## config.mk

```make
export PLATFORM = sky130hd
export DESIGN_NAME = ddff_front
export DESIGN_NICKNAME = d
export VERILOG_FILES = /design/src/rtl/core/ddff_pkg.sv /design/src/rtl/core/ddff_front.sv
export SDC_FILE = /design/constraint.sdc
export NUM_CORES = 1
export LEC_CHECK = 0
export BUFFER_PORTS_ARGS = -buffer_cell sky130_fd_sc_hd__buf_2
export CAP_MARGIN = 5
export CORE_MARGIN = 5
export CORE_UTILIZATION = 27
export CTS_CLUSTER_DIAMETER = 40
export DETAILED_ROUTE_END_ITERATION = 6
export PLACE_DENSITY_LB_ADDON = 0.25
export SETUP_SLACK_MARGIN = 0.15
export SLEW_MARGIN = 20
export SYNTH_ARGS = -nofsm -noshare
export SYNTH_HDL_FRONTEND = slang
export SYNTH_SLANG_ARGS = --single-unit
```

## constraint.sdc

```tcl
create_clock -name clk_i -period 2.22 [get_ports clk_i]
set_clock_uncertainty 0.05 [all_clocks]
set_input_delay 0.444 -clock clk_i [delete_from_list [all_inputs] [get_ports clk_i]]
set_output_delay 0.444 -clock clk_i [all_outputs]
set_load 0.01 [all_outputs]
```

## src/rtl/core/ddff_pkg.sv

```systemverilog
`timescale 1ns / 1ps
package ddff_pkg;

  localparam int MaxOrderDefault = 8;
  // widest index a word can carry, enough for the largest supported order
  localparam int IdxW = 4;

  localparam logic signed [31:0] ONE_Q = 32'sd65536;
  localparam logic signed [63:0] POS_MAX64 = 64'sd2147483647;
  localparam logic signed [63:0] NEG_MIN64 = -64'sd2147483648;

  // configuration register indexes
  localparam logic [1:0] REG_STATE_DISCOUNT    = 2'd0;
  localparam logic [1:0] REG_VARIANCE_DISCOUNT = 2'd1;
  localparam logic [1:0] REG_ORDER_IN_USE      = 2'd2;

  typedef enum logic [1:0] {
    KIND_ELEM    = 2'd0,
    KIND_STEP    = 2'd1,
    KIND_RESTART = 2'd2
  } kind_e;

  typedef struct packed {
    kind_e                    kind;
    logic [IdxW-1:0]          idx;
    logic signed [31:0]       value;
    logic signed [31:0]       obs;
  } entry_t;

  function automatic logic signed [31:0] sat32(input logic signed [63:0] x);
    logic signed [31:0] r;
    if (x > POS_MAX64) r = POS_MAX64[31:0];
    else if (x < NEG_MIN64) r = NEG_MIN64[31:0];
    else r = x[31:0];
    return r;
  endfunction

  function automatic logic signed [31:0] satpos(input logic signed [63:0] x);
    logic signed [31:0] r;
    if (x > POS_MAX64) r = POS_MAX64[31:0];
    else if (x < 64'sd0) r = 32'sd0;
    else r = x[31:0];
    return r;
  endfunction

  // divisor floor at one lsb
  function automatic logic signed [31:0] floor1(input logic signed [31:0] x);
    return (x < 32'sd1) ? 32'sd1 : x;
  endfunction

endpackage

```

## src/rtl/core/ddff_front.sv

```systemverilog
`timescale 1ns / 1ps
module ddff_front #(
  parameter int MAX_ORDER = ddff_pkg::MaxOrderDefault,
  parameter int PW = $clog2(MAX_ORDER + 1)
) (
  input  logic                 clk_i,
  input  logic                 rst_ni,
  input  logic                 in_valid_i,
  output logic                 in_stall_o,
  input  logic                 op_i,
  input  logic signed [31:0]   regressor_value_i,
  input  logic signed [31:0]   observation_i,
  input  logic [PW-1:0]        order_p_i,
  output logic                 push_o,
  output ddff_pkg::entry_t     entry_o,
  input  logic                 q_full_i
);

  localparam int IW = (MAX_ORDER > 1) ? $clog2(MAX_ORDER) : 1;

  logic [IW-1:0] count_q, count_d;
  logic          completes;
  logic          accept;

  assign in_stall_o = q_full_i;
  assign accept     = in_valid_i && !q_full_i;
  assign push_o     = accept;

  // step completes once the element count reaches the order
  assign completes = (32'(count_q) + 32'd1) >= 32'(order_p_i);

  always_comb begin
    count_d       = count_q;
    entry_o.idx   = ddff_pkg::IdxW'(count_q);
    entry_o.value = regressor_value_i;
    entry_o.obs   = observation_i;
    if (op_i) begin
      entry_o.kind = ddff_pkg::KIND_RESTART;
      count_d      = '0;
    end else if (completes) begin
      entry_o.kind = ddff_pkg::KIND_STEP;
      count_d      = '0;
    end else begin
      entry_o.kind = ddff_pkg::KIND_ELEM;
      count_d      = count_q + IW'(1);
    end
  end

  always_ff @(posedge clk_i or negedge rst_ni) begin
    if (!rst_ni) begin
      count_q <= '0;
    end else if (accept) begin
      count_q <= count_d;
    end
  end

endmodule

```

After elaboration in Yosys (flattened, before gate mapping)
Index checks and enable logic that the tools add are counted.
- bits in registers: 3
- output and inout port bits: 72
- word-level logic and storage cells: 10
- add/sub/neg operators: 2
- magnitude comparators: 1
- multiplexer cells: 4
- reductions and logical operators: 2
- operator list (cell ; count):
    3-bit two-way mux ; 2
    3-bit by 1-bit adder with 4-bit output (second input constant) ; 1
    4-bit greater-or-equal comparator ; 1
    3-bit by 1-bit adder with 3-bit output (second input constant) ; 1
    2-bit two-way mux ; 1
    1-bit logical AND ; 1
    1-bit logical NOT ; 1
    1-bit two-way mux ; 1

Logic depth before layout (Yosys ltp)
- word-level depth: 4
- mapped depth: 8
- gate-level depth less buffers: 8

Least setup slack after synthesis
Ideal clock, no wire load.
- path type: register to register
- start: reg count_q[0]
- end: reg count_q[2]
- library setup time: 0.064 ns
- arrival: 1.977 ns
- data required time: 2.106 ns
- slack: 0.129 ns
- stages on the path, launching flop included: 9
- clock period less this slack: 2.091 ns
- cell sequence: dfrtp_1 > ha_1 > nand2b_1 > nand2_1 > ha_1 > or4_1 > a21o_1 > a211oi_2 > a211o_1
- longest elaborated chain between the ends: 4
- elaborated cells on any way between the ends: 5
- those cells by class: add/sub: 2; order compare: 1; mux: 2
- ends and longest elaborated chain (item ; line ; RTL):
    from (decl) ; ddff_front.sv:21 ; logic [IW-1:0] count_q, count_d;
    from (signal assigned) ; ddff_front.sv:53 ; count_q <= count_d;
    3-bit by 1-bit adder with 4-bit output ; ddff_front.sv:30 ; assign completes = (32'(count_q) + 32'd1) >= 32'(order_p_i);
    4-bit greater-or-equal comparator ; ddff_front.sv:30 ;
    3-bit two-way mux (*) ; ddff_front.sv:40 ; end else if (completes) begin
    3-bit two-way mux (*) ; ddff_front.sv:37 ; if (op_i) begin
Mark *: on every way between the ends. The rest lies on a longest branch, timed or not.
A chain may end at the register's enable or synchronous reset.

==> metrics <==
R2R Setup Slk=about 0.17 ns; vias in the first global route=between 400 and 500; Largest register FFs=3; Setup-failing EPs final=1; Setup crit end kind=output pin; ys flop type=dfrtp_1; core area=between 2000 and 3000 µm²; # diodes=0; CTS clk-pin slew, worst paths=approximately 0.04 ns; final setup TNS=-0.0287 ns; Synth top area share=about 63%; first-pass GRT wire length=between 2 and 2.5 mm; Die Width=about 64 µm; critical path arrival=about 1.8 ns; Pint=0.382 mW; Synth cell types=18; YS warnings=0; FFs w/ async S/R, synth=between 90% and 100%; violated checks=negative setup slack; Num CTS Buffers=3; pwr/cell area=1170 nW/µm²; critical path data required time=between 1.5 and 2 ns; FP Rows=19; synth top area cells=buf_4 63%, dfrtp_1 9.4%, ha_1 7.8%; Die H=~64 µm; Sw Share=39.5%; post-route minimum period=about 2.2 ns; Peak VDD IR=0.269 mV; initial core utilization=approximately 29%; register bit total from synthesis=3; RSZ-0062 raised after global routing=yes; Layout Nets=~140; Remaining DRCs=0; Max Buffers Root-to-Sink=2; status=finished, violations left; Buffers & Inverters on Critical Path=1; Comb power frac=64.9%; layout cell share with drive strength beyond 1=55.2%; most flop-heavy register=count_q; Avg WL per Cell=~15 µm; max-slew violation count=0; commonest non-fill, non-tap cell in the layout=buf_2; top flop regs=count_q: 3 flops; Cell Area, Placed=approximately 420 µm²; power share of the clock group=approximately 15%; Tot Pwr=0.631 mW; commonest cells after routing, fill and taps aside=15 x buf_2, 4 x inv_1; Final ANT Viol Nets=0; I/O Buffers=15; Yosys top cell by area=buf_4; Psw=around 0.25 mW; Worst-Skew Late Latency=0.23 ns; CP Cell Sequence=ha_4 -> nand2b_4 -> nand2_4 -> ha_4 -> o21a_1 -> a21oi_2 -> nor2_1 -> buf_2; via count=approximately 410; antenna violations before repair=0; Post-Route WL=approximately 1.4 mm; io pins=approximately 150; Iteration-0 DRC Markers=7; final core utilization=a little under a fifth; Final WS setup=-0.0287 ns; cell mode on critical path=ha_4; remaining global-route overflow=0; sequential share of power=roughly 20%; fin crit share=101%; Top delay family on crit path=flip-flops; Mapped Nets=roughly 180; average size of a mapped cell=between 7 and 8 µm²; Final Hold Viols=0; TritonCTS clock tree=built; Seq/Total Area, Yosys=approximately a tenth; Mapped Area=801 µm²; TritonCTS Sinks=3; Post-synth EDFFs=0; Setup CP Type=flip-flop to output pin; clock root buffer=clkbuf_4; All-Layer GR Usage=6.67%; slowest stage delay, CP=0.44 ns; Crit Path Max Fanout=6; Post-Synthesis Cells=between 100 and 150; die area=4160 µm²; number of vias per cell=4.60; htree depth=1; Pleak=between 0.2 and 0.3 nW; Final Non-Filler Cells=between 80 and 90; fmax=roughly 440 MHz; Setup crit start kind=flip-flop; First-pass DRT Iterations=3; largest net degree at the start of global routing=7; crit path max-delay cell type=dfrtp_2; Placed Cells=around 80; Max Cap Violations=0; Final GP Congestion=between 0.6 and 0.7; Area Growth Syn to Fin=-32.8%; Final Cell Area=~540 µm²; worst hold-check path type=input pin to asynchronous set/reset pin
==> timing repair <==
action / in CTS / in global routing
hold buffers: 1 / 0
gates cloned: 0 / 0
pin swaps: 7 / 7
setup buffers: 1 / 1
hold endpoints to repair: 3 / 0
gates resized for setup: 5 / 7
setup endpoints to repair: 4 / 4
==> cells in the mapped netlist (all sizes together) (2+ instances only) <==
| cell | instances |
|---|---|
| o21ai | 2 |
| a21oi | 2 |
| nand2 | 4 |
| inv | 4 |
| a211o | 2 |
| dfrtp | 3 |
| ha | 5 |
| buf | 67 |
| nand2b | 5 |
==> metal layers <==
| metal | GRT usage (%) | up-vias | part of all wire [%] |
|---|---|---|---|
| li1 | - | 168 | - |
| met1 | 4.99 | 156 | 30 |
| met2 | 7.47 | 55 | 38 |
| met3 | 5.70 | 30 | 20 |
| met4 | 12.1 | 0 | 12 |
| met5 | 0 | - | 0 |
==> metrics by stage <==
| stage | hold slack [ns] | setup slack [ns] |
|---|---|---|
| 2_1_floorplan | 0.0984 | 0.166 |
| 3_3_place_gp | 0.196 | 0.112 |
| 3_5_place_dp | 0.193 | 0.0976 |
| 4_1_cts | 0.481 | -0.0517 |
| 5_1_grt | 0.483 | -0.124 |
| 6_report | 0.487 | -0.0287 |
==> worst paths after layout <==
check                            from          end  depth (start not counted)
setup / recovery           count_q[0]  entry_o[68]                          8
hold / removal                 rst_ni   count_q[2]                          2
setup reg to reg           count_q[0]   count_q[2]                          8
hold reg to reg            count_q[0]   count_q[0]                          2
max in group asynchronous      rst_ni   count_q[0]                          2
min in group clk_i         count_q[0]   count_q[0]                          2
==> kinds of logic after synthesis <==
logic type	share of synthesized area, %
simple gates	9.53
flops	9.37
buf+inv	64.7
compound gates	8.13
fa+ha+maj	7.81
other cells	0.468
==> worst reg2reg max path: stages, from the launching register on <==
cell and delay (ns):
dfrtp_2 0.44, ha_4 0.18, nand2b_4 0.15, nand2_4 0.08, ha_4 0.18, o21a_1 0.18
or3_1 0.38, a211oi_2 0.23, a211o_1 0.12
==> power groups by stage <==
stage | clock network [mW] | registers [mW] | logic, mW
2_1_floorplan | 0 | 0.123 | 0.297
3_3_place_gp | 0 | 0.116 | 0.275
3_5_place_dp | 0 | 0.117 | 0.264
4_1_cts | 0.102 | 0.126 | 0.352
5_1_grt | 0.110 | 0.133 | 0.455
6_report | 0.0955 | 0.126 | 0.409
==> cell type report <==
class                      instances  area, µm²
fill                             322       2270
sequential                         3       76.3
tap                               31       38.8
inverter                           4       15.0
multi-input combinational         29        282
clock buffer                       4       26.3
timing repair buffer              18        100
Power figures use the tool's default switching activity.
