==> src/rtl/core/ddff_pkg.sv <==
`timescale 1ns / 1ps
package ddff_pkg;

  localparam int MaxOrderDefault = 8;
  // widest index a word can carry, enough for the largest supported order
  localparam int IdxW = 4;

  localparam logic signed [31:0] ONE_Q = 32'sd65536;
  localparam logic signed [63:0] POS_MAX64 = 64'sd2147483647;
  localparam logic signed [63:0] NEG_MIN64 = -64'sd2147483648;

  // configuration register indexes
  localparam logic [1:0] REG_STATE_DISCOUNT    = 2'd0;
  localparam logic [1:0] REG_VARIANCE_DISCOUNT = 2'd1;
  localparam logic [1:0] REG_ORDER_IN_USE      = 2'd2;

  typedef enum logic [1:0] {
    KIND_ELEM    = 2'd0,
    KIND_STEP    = 2'd1,
    KIND_RESTART = 2'd2
  } kind_e;

  typedef struct packed {
    kind_e                    kind;
    logic [IdxW-1:0]          idx;
    logic signed [31:0]       value;
    logic signed [31:0]       obs;
  } entry_t;

  function automatic logic signed [31:0] sat32(input logic signed [63:0] x);
    logic signed [31:0] r;
    if (x > POS_MAX64) r = POS_MAX64[31:0];
    else if (x < NEG_MIN64) r = NEG_MIN64[31:0];
    else r = x[31:0];
    return r;
  endfunction

  function automatic logic signed [31:0] satpos(input logic signed [63:0] x);
    logic signed [31:0] r;
    if (x > POS_MAX64) r = POS_MAX64[31:0];
    else if (x < 64'sd0) r = 32'sd0;
    else r = x[31:0];
    return r;
  endfunction

  // divisor floor at one lsb
  function automatic logic signed [31:0] floor1(input logic signed [31:0] x);
    return (x < 32'sd1) ? 32'sd1 : x;
  endfunction

endpackage

==> src/rtl/core/ddff_queue.sv <==
`timescale 1ns / 1ps
module ddff_queue (
  input  logic              clk_i,
  input  logic              rst_ni,
  input  logic              push_i,
  input  ddff_pkg::entry_t  entry_i,
  output logic              full_o,
  input  logic              pop_i,
  output logic              valid_o,
  output ddff_pkg::entry_t  entry_o
);

  ddff_pkg::entry_t slot_q [2];
  logic             wr_ptr_q, rd_ptr_q;
  logic [1:0]       fill_q;

  assign full_o  = (fill_q == 2'd2);
  assign valid_o = (fill_q != 2'd0);
  assign entry_o = slot_q[rd_ptr_q];

  always_ff @(posedge clk_i) begin
    if (push_i) begin
      slot_q[wr_ptr_q] <= entry_i;
    end
  end

  always_ff @(posedge clk_i or negedge rst_ni) begin
    if (!rst_ni) begin
      wr_ptr_q <= 1'b0;
      rd_ptr_q <= 1'b0;
      fill_q   <= 2'd0;
    end else begin
      if (push_i) wr_ptr_q <= ~wr_ptr_q;
      if (pop_i)  rd_ptr_q <= ~rd_ptr_q;
      if (push_i && !pop_i)      fill_q <= fill_q + 2'd1;
      else if (pop_i && !push_i) fill_q <= fill_q - 2'd1;
    end
  end

endmodule

==> config.mk <==
export PLATFORM = sky130hd
export DESIGN_NAME = ddff_queue
export DESIGN_NICKNAME = d
export VERILOG_FILES = /design/src/rtl/core/ddff_pkg.sv /design/src/rtl/core/ddff_queue.sv
export SDC_FILE = /design/constraint.sdc
export NUM_CORES = 1
export LEC_CHECK = 0
export BUFFER_PORTS_ARGS = -buffer_cell sky130_fd_sc_hd__buf_2
export CAP_MARGIN = 20
export CORE_MARGIN = 5
export CORE_UTILIZATION = 47
export CTS_CLUSTER_DIAMETER = 200
export DETAILED_ROUTE_END_ITERATION = 10
export PLACE_DENSITY_LB_ADDON = 0.15
export SYNTH_ARGS = -nofsm -noshare
export SYNTH_HDL_FRONTEND = slang
export SYNTH_SLANG_ARGS = --single-unit
==> constraint.sdc <==
create_clock -name clk_i -period 4.4 [get_ports clk_i]
set_clock_uncertainty 0.2 [all_clocks]
set_input_delay 0.88 -clock clk_i [delete_from_list [all_inputs] [get_ports clk_i]]
set_output_delay 0.88 -clock clk_i [all_outputs]
set_load 0.05 [all_outputs]
=== Word level (Yosys, flattened, before mapping) ===
Memory sizes are Yosys's and may differ from the RTL's.
Index checks and enable logic that the tools add are counted.

* Memories kept: 1
* Flip-flop bits (word level): 4
* Logic and storage cells: 19
* Memory bits (writable): 140
* Output and inout bits: 72
* Input port bits: 74

{| class="wikitable"
|+ Memories
! name !! depth !! width !! read ports !! clocked after memory_dff !! wr ports !! line !! RTL
|-
| slot_q || 2 || 70 || 1 || 0 || 1 || ddff_queue.sv:13 || <nowiki>ddff_pkg::entry_t slot_q [2];</nowiki>
|}

* Muxes and demuxes: 4
* Equal/unequal tests: 1
* Add/subtract/negate cells: 2
* Reductions and logical operators: 6
* Bitwise gates (word level): 2

{| class="wikitable"
|+ Operators by type and width
! operator !! count
|-
| two-way mux 2 bit || 2
|-
| nonzero test 2 bit || 2
|-
| adder 2 x 1 -> 2 bit, second input constant || 1
|-
| == test 2 bit, second input constant || 1
|-
| logical AND 1 bit || 2
|-
| logical NOT 1 bit || 2
|-
| two-way mux 1 bit || 2
|-
| NOT 1 bit || 2
|-
| subtractor 2 x 1 -> 2 bit, second input constant || 1
|}

=== Longest topological paths before layout ===
Gate-level depths: netlist (run 1).

* Depth in word-level cells: 4
* Mapped depth: 5
* Mapped depth without buffers: 5

=== Worst setup path after synthesis (run 1) ===
No wires, ideal clock.

* Path type: input-to-reg
* Start point: input push_i
* End point: memory slot_q[0][0] (netlist name) (enable)
* Arrival time: 3.951 ns
* Cell stages on the path: 1
* Library setup time: 0.507 ns
* Required time: 3.693 ns
* Slack: -0.258 ns
* Buffers on the path: 0
* Cell sequence: nor2b_1

* Longest elaborated chain between the ends: 2

{| class="wikitable"
|+ Ends and longest elaborated chain
! element !! line !! RTL
|-
| start: declaration || ddff_queue.sv:5 || <nowiki>input logic push_i,</nowiki>
|-
| two-way mux 1 bit || ddff_queue.sv:22 || <nowiki>if (push_i) begin</nowiki>
|-
| two-way mux 1 bit (implied by the code) || ddff_queue.sv:23 || <nowiki>slot_q[wr_ptr_q] <= entry_i;</nowiki>
|-
| end: declaration || ddff_queue.sv:13 ||
|}

Every way passes these cells.

==> run summary, run 1 <==
### Routing
• First-pass DRT Iterations: 4
• Total Routed Length: 9560 um
• number of DRC markers in iteration 0: 142
• vias: 2626
• number of vias per cell: 4.83
• average detailed-routed wire length per instance: 17.6 um
• DRC: 0
• remaining antenna violation count after routing: 0

### Critical path
• critical path depth: 3
• class of the most critical setup path: flop to output port
• highest-delay cell along the critical path: sky130_fd_sc_hd__dfrtp_4
• R2R depth: 2
• data required time at the worst endpoint: 3320 ps
• count of buffer and inverter cells on the critical path: 2
• Crit path largest cell delay: 860 ps
• startpoint types: flop
• CP Capture Type: output port
• sequence of cells on the critical path: buf_12 -> mux2_4 -> buf_2
• family with the most delay on the worst path: flip-flops
• highest fanout seen on the critical path: 37
• CP Data Arrival Time: 2220 ps

### Clock network
• clock transition at the register clock pins on the worst setup and hold paths after CTS: 50 ps
• Setup Buffers After CTS: 0
• clock buffer depth: 2
• Skew-Pair Late Insertion Delay: 400 ps
• hold buffer count at CTS: 0
• number of levels the H-tree was split into: 4
• clock tree root buffer cell: sky130_fd_sc_hd__clkbuf_16
• Resized cells post-CTS: 0
• clock buffers created by TritonCTS: 17
• clock sink count: 144
• CTS tree: done

### Power and ir drop
• Power Dens Cells: 774 nW/um2
• Lkg Pwr: 2.80 nW
• worst vdd rail ir drop: 0.000471 V
• overall power: 5.32 mW

### Job
• MaxCap Viol Count: 0

### Place
• placer congestion estimate: 0.690
• pre-CTS worst setup slack: 1500 ps
• area post-placement: 6400 um2
• number of buffers inserted by port buffering: 145
• sum of net half-perimeters after detailed placement: 6250 um

### Timing
• number of hold violations in the final report: 0
• FMAX: 303 MHz
• worst slew margin relative to its limit: 35.9%
• total negative slack: 0 ps
• share of the clock period used by the worst path: 75.0%
• minimum clock period: 3300 ps
• unrepaired setup endpoints after global routing: no
• min setup slack post-route: 1100 ps
• Worst Tran Pin Value: 962 ps
• max-slew violation count: 0
• final setup violating endpoints: 0

### Min path
• kind of path behind the tightest hold check: input port to asynchronous set/reset pin

### Floorplanning
• initial cell density of the core: 48.6%
• Horiz. Die Dim: 119 um
• Die Y: 119 um
• IO Count: 146
• area enclosed by the die boundary: 14200 um2
• number of standard-cell rows in the floorplan: 39
• placeable core area: 11500 um2

### Synth
• post-synth design cell area: 5590 um2
• Netlist cell types: 14
• Syn Nets: 309
• yosys warns: 0
• Syn Inst Count: 234
• synthesized area per cell: 23.9 um2
• synthesized flop and latch total: 144
• sequential share of the synthesized area: 77.0%

### Cells and area
• most common cell after layout, fill and taps aside: sky130_fd_sc_hd__buf_2
• area growth from synthesis to layout: 22.8%
• antenna cell count: 0
• fraction of layout cells with a size suffix above 1: 59.9%
• final design area excluding fillers: 6870 um2
• final net count: 467
• leading cell types in the layout, fill and taps excluded: sky130_fd_sc_hd__buf_2, sky130_fd_sc_hd__edfxtp_1, sky130_fd_sc_hd__mux2_4

### Global routing
• GRT Overall Usage: 13.9%
• number of antenna violations at the first check in global routing: 0
• number of global-route vias before repair: 2747
• GRT Residual Overflow: 0
• global-route wire length before repair: 14700 um
• pin count of the biggest net entering global routing: 71

### Outcome
• status: completed

-- routing by layer --
layer	part of all wire (%)	up-vias	track usage [%]
met4	2.1	0	6.95
met2	50	92	22.1
met1	41	1279	16.6
met5	0	-	0
li1	-	1238	-
met3	7.4	17	5.59
-- state kept, by name, summed over array words and instances, names as in the netlist --
signal,count
fill_q,2
rd_ptr_q,1
slot_q,140
wr_ptr_q,1
-- stage by stage --
stage	hold WS, ps	utilization, %	instances
4_1_cts	49.7	59.6	544
5_1_grt	60.3	59.6	544
6_report	70.5	59.6	544
3_3_place_gp	265	55.6	516
2_1_floorplan	247	-	234
3_5_place_dp	275	55.6	516
-- cell type report --
cell class / count / area (um2)
fillers: 863 / 4650
flip-flops and latches: 144 / 4310
multi-input cells: 81 / 1140
repair buffers: 147 / 766
clock buffers: 25 / 455
well taps: 143 / 179
clock inverters: 3 / 13.8
inverters: 1 / 3.75
-- synthesized netlist by cell type (all sizes together) --
library cell  number  area share, %
buf                8            2.7
xnor2              1           0.16
inv                1          0.067
or2                1           0.11
xor2               4           0.63
dfrtp              4            1.8
nor2               1          0.067
nor2b              2           0.22
and2               1           0.11
ha                 1           0.22
edfxtp           140             75
mux2              70             19
-- power by group --
| group | total, mW | switching, mW | internal (mW) | leakage (nW) |
|---|---|---|---|---|
| logic | 2.16 | 1.44 | 0.716 | 1.21 |
| registers | 1.99 | 0.162 | 1.83 | 1.36 |
| clock network | 1.17 | 0.464 | 0.701 | 0.228 |
| total | 5.32 | 2.07 | 3.25 | 2.80 |
-- kinds of logic after synthesis --
| kind of cell | synth area share, % |
|---|---|
| XOR/XNOR | 0.783 |
| adder cells (fa/ha/maj) | 0.224 |
| buffers and inverters | 2.77 |
| flip-flops | 77.0 |
| multiplexers | 18.7 |
| AND/OR/NAND/NOR | 0.515 |
-- path summary, 6_finish.rpt --
check | slack (ps) | startpoint | endpoint
worst max-delay path | 1100 | rd_ptr_q | entry_o[59]
worst min-delay path | 70 | rst_ni | wr_ptr_q
worst max register to register | 2460 | wr_ptr_q | slot_q[0][31]
worst min register to register | 290 | fill_q[1] | fill_q[1]
max in group asynchronous | 3790 | rst_ni | rd_ptr_q
min in group clk_i | 290 | fill_q[1] | fill_q[1]
Note: power is estimated with default switching activity, not from simulation.
==> run 2, diff against run 1 <==
Settings changed: CORE_UTILIZATION 47 to 52.
Clock period 4.4 ns to 3.4 ns, I/O delays scaled along.
==> run 2 against run 1 <==
Power up 36%. Register-to-register slack got worse by 860 ps. Non-clock buffer count is 5 higher. Design area grew 2.2%.
==> run summary, run 2 (synthesized netlist as in run 1, its figures left out) <==
### Cells and area
• biggest regs: slot_q: 140 flops, fill_q: 2 flops, unchanged
• most common cell after layout, fill and taps aside: sky130_fd_sc_hd__buf_2, unchanged
• leading cell types in the layout, fill and taps excluded: sky130_fd_sc_hd__buf_2, sky130_fd_sc_hd__edfxtp_1, sky130_fd_sc_hd__mux2_4, unchanged
• Cell Count, Final, Fillers Out: 544, unchanged
• final net count: 472, was 467
• Top reg by flops: slot_q, unchanged
• fraction of layout cells with a size suffix above 1: 61.8%, was 59.9%
• area growth from synthesis to layout: 25.5%, was 22.8%
• antenna cell count: 0, unchanged
• flip-flop count of the largest register, all copies and words added: 140, unchanged

### Power and ir drop
• Power Dens Cells: 1030 nW/um2, was 774 nW/um2
• overall power: 7.21 mW, was 5.32 mW
• Lkg Pwr: 2.88 nW, was 2.80 nW
• worst vdd rail ir drop: 0.000768 V, was 0.000471 V

### Timing
• max-slew violation count: 0, unchanged
• Worst Tran Pin Value: 504 ps, was 962 ps
• number of hold violations in the final report: 0, unchanged
• final setup violating endpoints: 0, unchanged
• FMAX: 339 MHz
• total negative slack: 0 ps, unchanged
• worst slew margin relative to its limit: 66.4%, was 35.9%
• Fin Hold WS: 157 ps, was 70.5 ps
• share of the clock period used by the worst path: 86.7%
• minimum clock period: 2950 ps
• unrepaired setup endpoints after global routing: no, unchanged

### Routing
• average detailed-routed wire length per instance: 17.6 um, about the same
• number of vias per cell: 4.87, was 4.83
• Total Routed Length: 9580 um, was 9560 um
• number of DRC markers in iteration 0: 109, was 142
• First-pass DRT Iterations: 4, unchanged
• remaining antenna violation count after routing: 0, unchanged
• vias: 2647, was 2626
• DRC: 0, unchanged

### Critical path
• Crit path largest cell delay: 640 ps, was 860 ps
• highest-delay cell along the critical path: sky130_fd_sc_hd__dfrtp_4, unchanged
• highest fanout seen on the critical path: 18, was 37
• startpoint types: flop, unchanged
• family with the most delay on the worst path: flip-flops, unchanged
• class of the most critical setup path: flop to output port, unchanged
• CP Capture Type: output port, unchanged
• sequence of cells on the critical path: buf_4 -> mux2_4 -> buf_2, was buf_12 -> mux2_4 -> buf_2
• data required time at the worst endpoint: 2520 ps, was 3320 ps
• CP Data Arrival Time: 2070 ps, was 2220 ps
• count of buffer and inverter cells on the critical path: 2, unchanged

### Clock network
• Skew-Pair Late Insertion Delay: 510 ps, was 400 ps
• clock buffers created by TritonCTS: 17, unchanged
• clock transition at the register clock pins on the worst setup and hold paths after CTS: 60 ps, was 50 ps
• Setup Buffers After CTS: 0, unchanged
• clock buffer depth: 2, unchanged
• clock tree root buffer cell: sky130_fd_sc_hd__clkbuf_8, was sky130_fd_sc_hd__clkbuf_16
• CTS tree: done, unchanged
• number of levels the H-tree was split into: 4, unchanged
• clock sink count: 144, unchanged

### Floorplanning
• number of standard-cell rows in the floorplan: 37, was 39
• Horiz. Die Dim: 114 um, was 119 um
• area enclosed by the die boundary: 12900 um2, was 14200 um2
• IO Count: 146, unchanged
• Die Y: 114 um, was 119 um
• initial cell density of the core: 53.7%, was 48.6%
• placeable core area: 10400 um2, was 11500 um2

### Global routing
• global-route wire length before repair: 15000 um, was 14700 um
• GRT Overall Usage: 15.7%, was 13.9%
• number of global-route vias before repair: 2929, was 2747
• pin count of the biggest net entering global routing: 37, was 71
• number of antenna violations at the first check in global routing: 0, unchanged
• GRT Residual Overflow: 0, unchanged

### Place
• number of placed instances with taps included: 513, was 516
• placer congestion estimate: 0.682, was 0.690
• sum of net half-perimeters after detailed placement: 6330 um, was 6250 um
• number of buffers inserted by port buffering: 145, unchanged

### Job
• MaxCap Viol Count: 0, unchanged

### Min path
• kind of path behind the tightest hold check: input port to flop, was input port to asynchronous set/reset pin

### Outcome
• status: completed, unchanged

[run 2: final cells by class]
class	count	area (um2)
clock inverter	11	166
inverter	1	3.75
sequential	144	4310
multi-input combinational	81	1140
timing repair buffer	152	806
fill	742	3400
tap	136	170
clock buffer	19	422
[run 2: stage by stage]
step / util, % / setup slack, ps / instance area [um2]
final: 67.4 / 452 / 7020
after global routing: 67.4 / 330 / 7020
after CTS: 67.4 / 408 / 7020
after detailed placement: 61.6 / 948 / 6420
after global placement: 61.6 / 1000 / 6420
after floorplan: - / 253 / 5590
[run 2: final timing paths]
kind	cells past startpoint	slack [ps]	end	start
min	1	160	slot_q[0][49]	entry_i[49]
max reg2reg	2	1600	slot_q[1][57]	wr_ptr_q
max	3	450	entry_o[16]	rd_ptr_q
max in group asynchronous	2	2540	rd_ptr_q	rst_ni
min reg2reg	1	300	fill_q[1]	fill_q[1]
min in group asynchronous	2	320	fill_q[1]	rst_ni
[run 2: routing by layer]
layer	global-route usage, %	vias to the layer above	routed length [um]
met5	0	-	0
met2	26.6	95	5030
li1	-	1246	-
met1	18.0	1293	3700
met4	6.57	0	155
met3	5.94	13	703
[run 2: repair_timing]
action | 4_1_cts | 5_1_grt
endpoints found under the hold margin | 4 | 0
hold buffers | 1 | 0
resized for setup | 0 | 0
setup endpoints to repair | 0 | 0
[run 2: where the power goes]
group	total [mW]	internal (mW)	leakage [nW]	switching [mW]
Clock	1.82	1.18	0.281	0.645
Combinational	2.87	0.945	1.24	1.93
Sequential	2.52	2.36	1.36	0.158
==> run 3, diff against run 2 <==
Settings changed: CAP_MARGIN 20 to not set, CORE_UTILIZATION 52 to 35.
==> run 3 against run 2 <==
Wire length is 5.3% higher. Maximum frequency is 8.4% higher. Sequential share of layout area is 0.51 points lower. Sequential power is 2% lower. Largest power group unchanged. Clock power is 4% lower. Worst setup slack better by 230 ps. Via count is 0.42% higher. Clock-buffer cell count is 7 higher. Die area is 44% higher.
==> run summary, run 3 (synthesized netlist as in run 1, its figures left out) <==
### Timing
• Worst Tran Pin Value: 640 ps, was 504 ps
• number of hold violations in the final report: 0, unchanged
• total negative slack: 0 ps, unchanged
• share of the clock period used by the worst path: 80.0%, was 86.7%
• FMAX: 368 MHz, was 339 MHz
• worst slew margin relative to its limit: 57.3%, was 66.4%
• max-slew violation count: 0, unchanged
• final setup violating endpoints: 0, unchanged
• minimum clock period: 2720 ps, was 2950 ps
• Fin Hold WS: 257 ps, was 157 ps
• unrepaired setup endpoints after global routing: no, unchanged

### Global routing
• global-route wire length before repair: 15200 um, was 15000 um
• number of global-route vias before repair: 2893, was 2929
• GRT Residual Overflow: 0, unchanged
• pin count of the biggest net entering global routing: 46, was 37
• GRT Overall Usage: 11.2%, was 15.7%
• number of antenna violations at the first check in global routing: 0, unchanged

### Power and ir drop
• relative contribution of the clock network to total power: 24.4%, was 25.3%
• design internal power: 4.40 mW, was 4.49 mW
• net load switching power: 2.74 mW, was 2.73 mW
• Lkg Pwr: 2.85 nW, was 2.88 nW
• sequential power share: 34.4%, was 34.9%
• fraction of power spent switching nets: 38.4%, was 37.8%
• worst vdd rail ir drop: 0.000407 V, was 0.000768 V
• Power Dens Cells: 1010 nW/um2, was 1030 nW/um2
• combinational share of power: 41.2%, was 39.8%

### Critical path
• R2R depth: 2, unchanged
• startpoint types: flop, unchanged
• r2r endpoint: slot_q[1][40], was slot_q[1][57]
• reg-to-reg slack, setup: 1640 ps, was 1600 ps
• sequence of cells on the critical path: buf_4 -> mux2_4 -> buf_2, unchanged
• critical path endpoint: entry_o[48], was entry_o[16]
• highest fanout seen on the critical path: 26, was 18
• highest-delay cell along the critical path: sky130_fd_sc_hd__buf_4, was sky130_fd_sc_hd__dfrtp_4
• Crit Reg-Reg Startpoint: wr_ptr_q, unchanged
• CP Data Arrival Time: 1840 ps, was 2070 ps
• Crit path largest cell delay: 440 ps, was 640 ps
• CP Capture Type: output port, unchanged
• class of the most critical setup path: flop to output port, unchanged
• data required time at the worst endpoint: 2520 ps, about the same
• Critical Path Source: rd_ptr_q, unchanged

### Cells and area
• Cell Count, Final, Fillers Out: 625, was 544
• combined area of the multi-input logic cells: 1140 um2, unchanged
• biggest regs: slot_q: 140 flops, fill_q: 2 flops, unchanged
• area growth from synthesis to layout: 26.6%, was 25.5%
• sequential cell area: 4310 um2, unchanged
• fraction of layout cells with a size suffix above 1: 60.6%, was 61.8%
• fillers: 1413, was 742
• antenna cell count: 0, unchanged
• most common cell after layout, fill and taps aside: sky130_fd_sc_hd__buf_2, unchanged
• final net count: 471, was 472
• final design area excluding fillers: 7080 um2, was 7020 um2
• Top reg by flops: slot_q, unchanged
• flip-flop count of the largest register, all copies and words added: 140, unchanged
• leading cell types in the layout, fill and taps excluded: sky130_fd_sc_hd__buf_2, sky130_fd_sc_hd__edfxtp_1, sky130_fd_sc_hd__mux2_4, unchanged

### Routing
• average detailed-routed wire length per instance: 16.1 um, was 17.6 um
• vias: 2658, was 2647
• number of DRC markers in iteration 0: 158, was 109
• remaining antenna violation count after routing: 0, unchanged
• number of vias per cell: 4.25, was 4.87
• DRC: 0, unchanged
• Total Routed Length: 10100 um, was 9580 um
• First-pass DRT Iterations: 4, unchanged

### Clock network
• clock transition at the register clock pins on the worst setup and hold paths after CTS: 60 ps, about the same
• clock tree root buffer cell: sky130_fd_sc_hd__clkbuf_16, was sky130_fd_sc_hd__clkbuf_8
• clock buffer depth: 2, unchanged
• number of levels the H-tree was split into: 4, unchanged
• Skew-Pair Late Insertion Delay: 400 ps, was 510 ps
• CTS tree: done, unchanged
• clock buffers created by TritonCTS: 17, unchanged
• clock sink count: 144, unchanged
• Resized cells post-CTS: 0, unchanged

### Floorplanning
• initial cell density of the core: 35.5%, was 53.7%
• Die Y: 136 um, was 114 um
• IO Count: 146, unchanged
• Horiz. Die Dim: 136 um, was 114 um
• placeable core area: 15800 um2, was 10400 um2
• number of standard-cell rows in the floorplan: 46, was 37
• area enclosed by the die boundary: 18600 um2, was 12900 um2

### Place
• number of buffers inserted by port buffering: 145, unchanged
• sum of net half-perimeters after detailed placement: 6650 um, was 6330 um
• number of placed instances with taps included: 592, was 513
• area post-placement: 6510 um2, was 6420 um2
• placer congestion estimate: 0.676, was 0.682

### Outcome
• status: completed, unchanged

### Job
• MaxCap Viol Count: 0, unchanged

### Min path
• kind of path behind the tightest hold check: input port to flop, unchanged

run 3: cell types whose count changed in the layout (fill, tap and decap cells not counted), sizes merged:
| cell | previous run | this run |
|---|---|---|
| buf | 151 | 150 |
| clkbuf | 19 | 26 |
| clkinv | 5 | 2 |
| bufinv | 4 | 2 |
run 3: repair_timing:
| item | 4_1_cts | 5_1_grt |
|---|---|---|
| setup buffers | 0 | 0 |
| hold endpoints to repair | 4 | 0 |
| hold buffers | 1 | 0 |
run 3: power groups by stage:
stage / combinational [mW] / sequential, mW / clock, mW
after global routing: 3.08 / 2.49 / 1.88
after detailed placement: 3.00 / 2.50 / 0
final: 2.94 / 2.46 / 1.74
after CTS: 3.01 / 2.46 / 1.80
after floorplan: 2.57 / 2.48 / 0
after global placement: 3.00 / 2.48 / 0
run 3: how the worst min path moves through the flow:
| stage | slack (ps) | to | from | cells past startpoint |
|---|---|---|---|---|
| after CTS | 230 | slot_q[0][33] | entry_i[33] | 1 |
| after global placement | 260 | fill_q[1] | fill_q[1] | 1 |
| after floorplan | 180 | fill_q[0] | rst_ni | 0 |
| after detailed placement | 270 | fill_q[1] | fill_q[1] | 1 |
| final | 260 | slot_q[0][34] | entry_i[34] | 1 |
| after global routing | 230 | slot_q[1][38] | entry_i[38] | 1 |
run 3: cell type report:
class,count,area share [%]
repair buffers,151,11.3
multi-input cells,81,16.1
clock inverters,6,1.20
well taps,216,3.82
flip-flops and latches,144,60.9
inverters,1,0.0530
clock buffers,26,6.63
run 3: metrics by stage:
| step | power, mW | setup WS [ps] | util [%] |
|---|---|---|---|
| after floorplan | 5.05 | 253 | - |
| after global placement | 5.48 | 1100 | 41.3 |
| after detailed placement | 5.50 | 1090 | 41.3 |
| after CTS | 7.27 | 637 | 44.9 |
| after global routing | 7.46 | 594 | 44.9 |
| final | 7.14 | 681 | 44.9 |
run 3: metal layers:
layer  wire [um]  share of wire, %  vias to the layer above  track usage (%)
li1            -                 -                     1247                -
met4         143               1.4                        0             5.54
met2        5060                50                      100             17.7
met3         794               7.9                        9             4.66
met5           0                 0                        -                0
met1        4100                41                     1302             13.3
run 3: worst max-delay path, delay by kind of cell (launching register included):
| family | cells | cell delay (ps) |
|---|---|---|
| buffers and inverters | 2 | 650 |
| DFF | 1 | 420 |
| muxes | 1 | 350 |
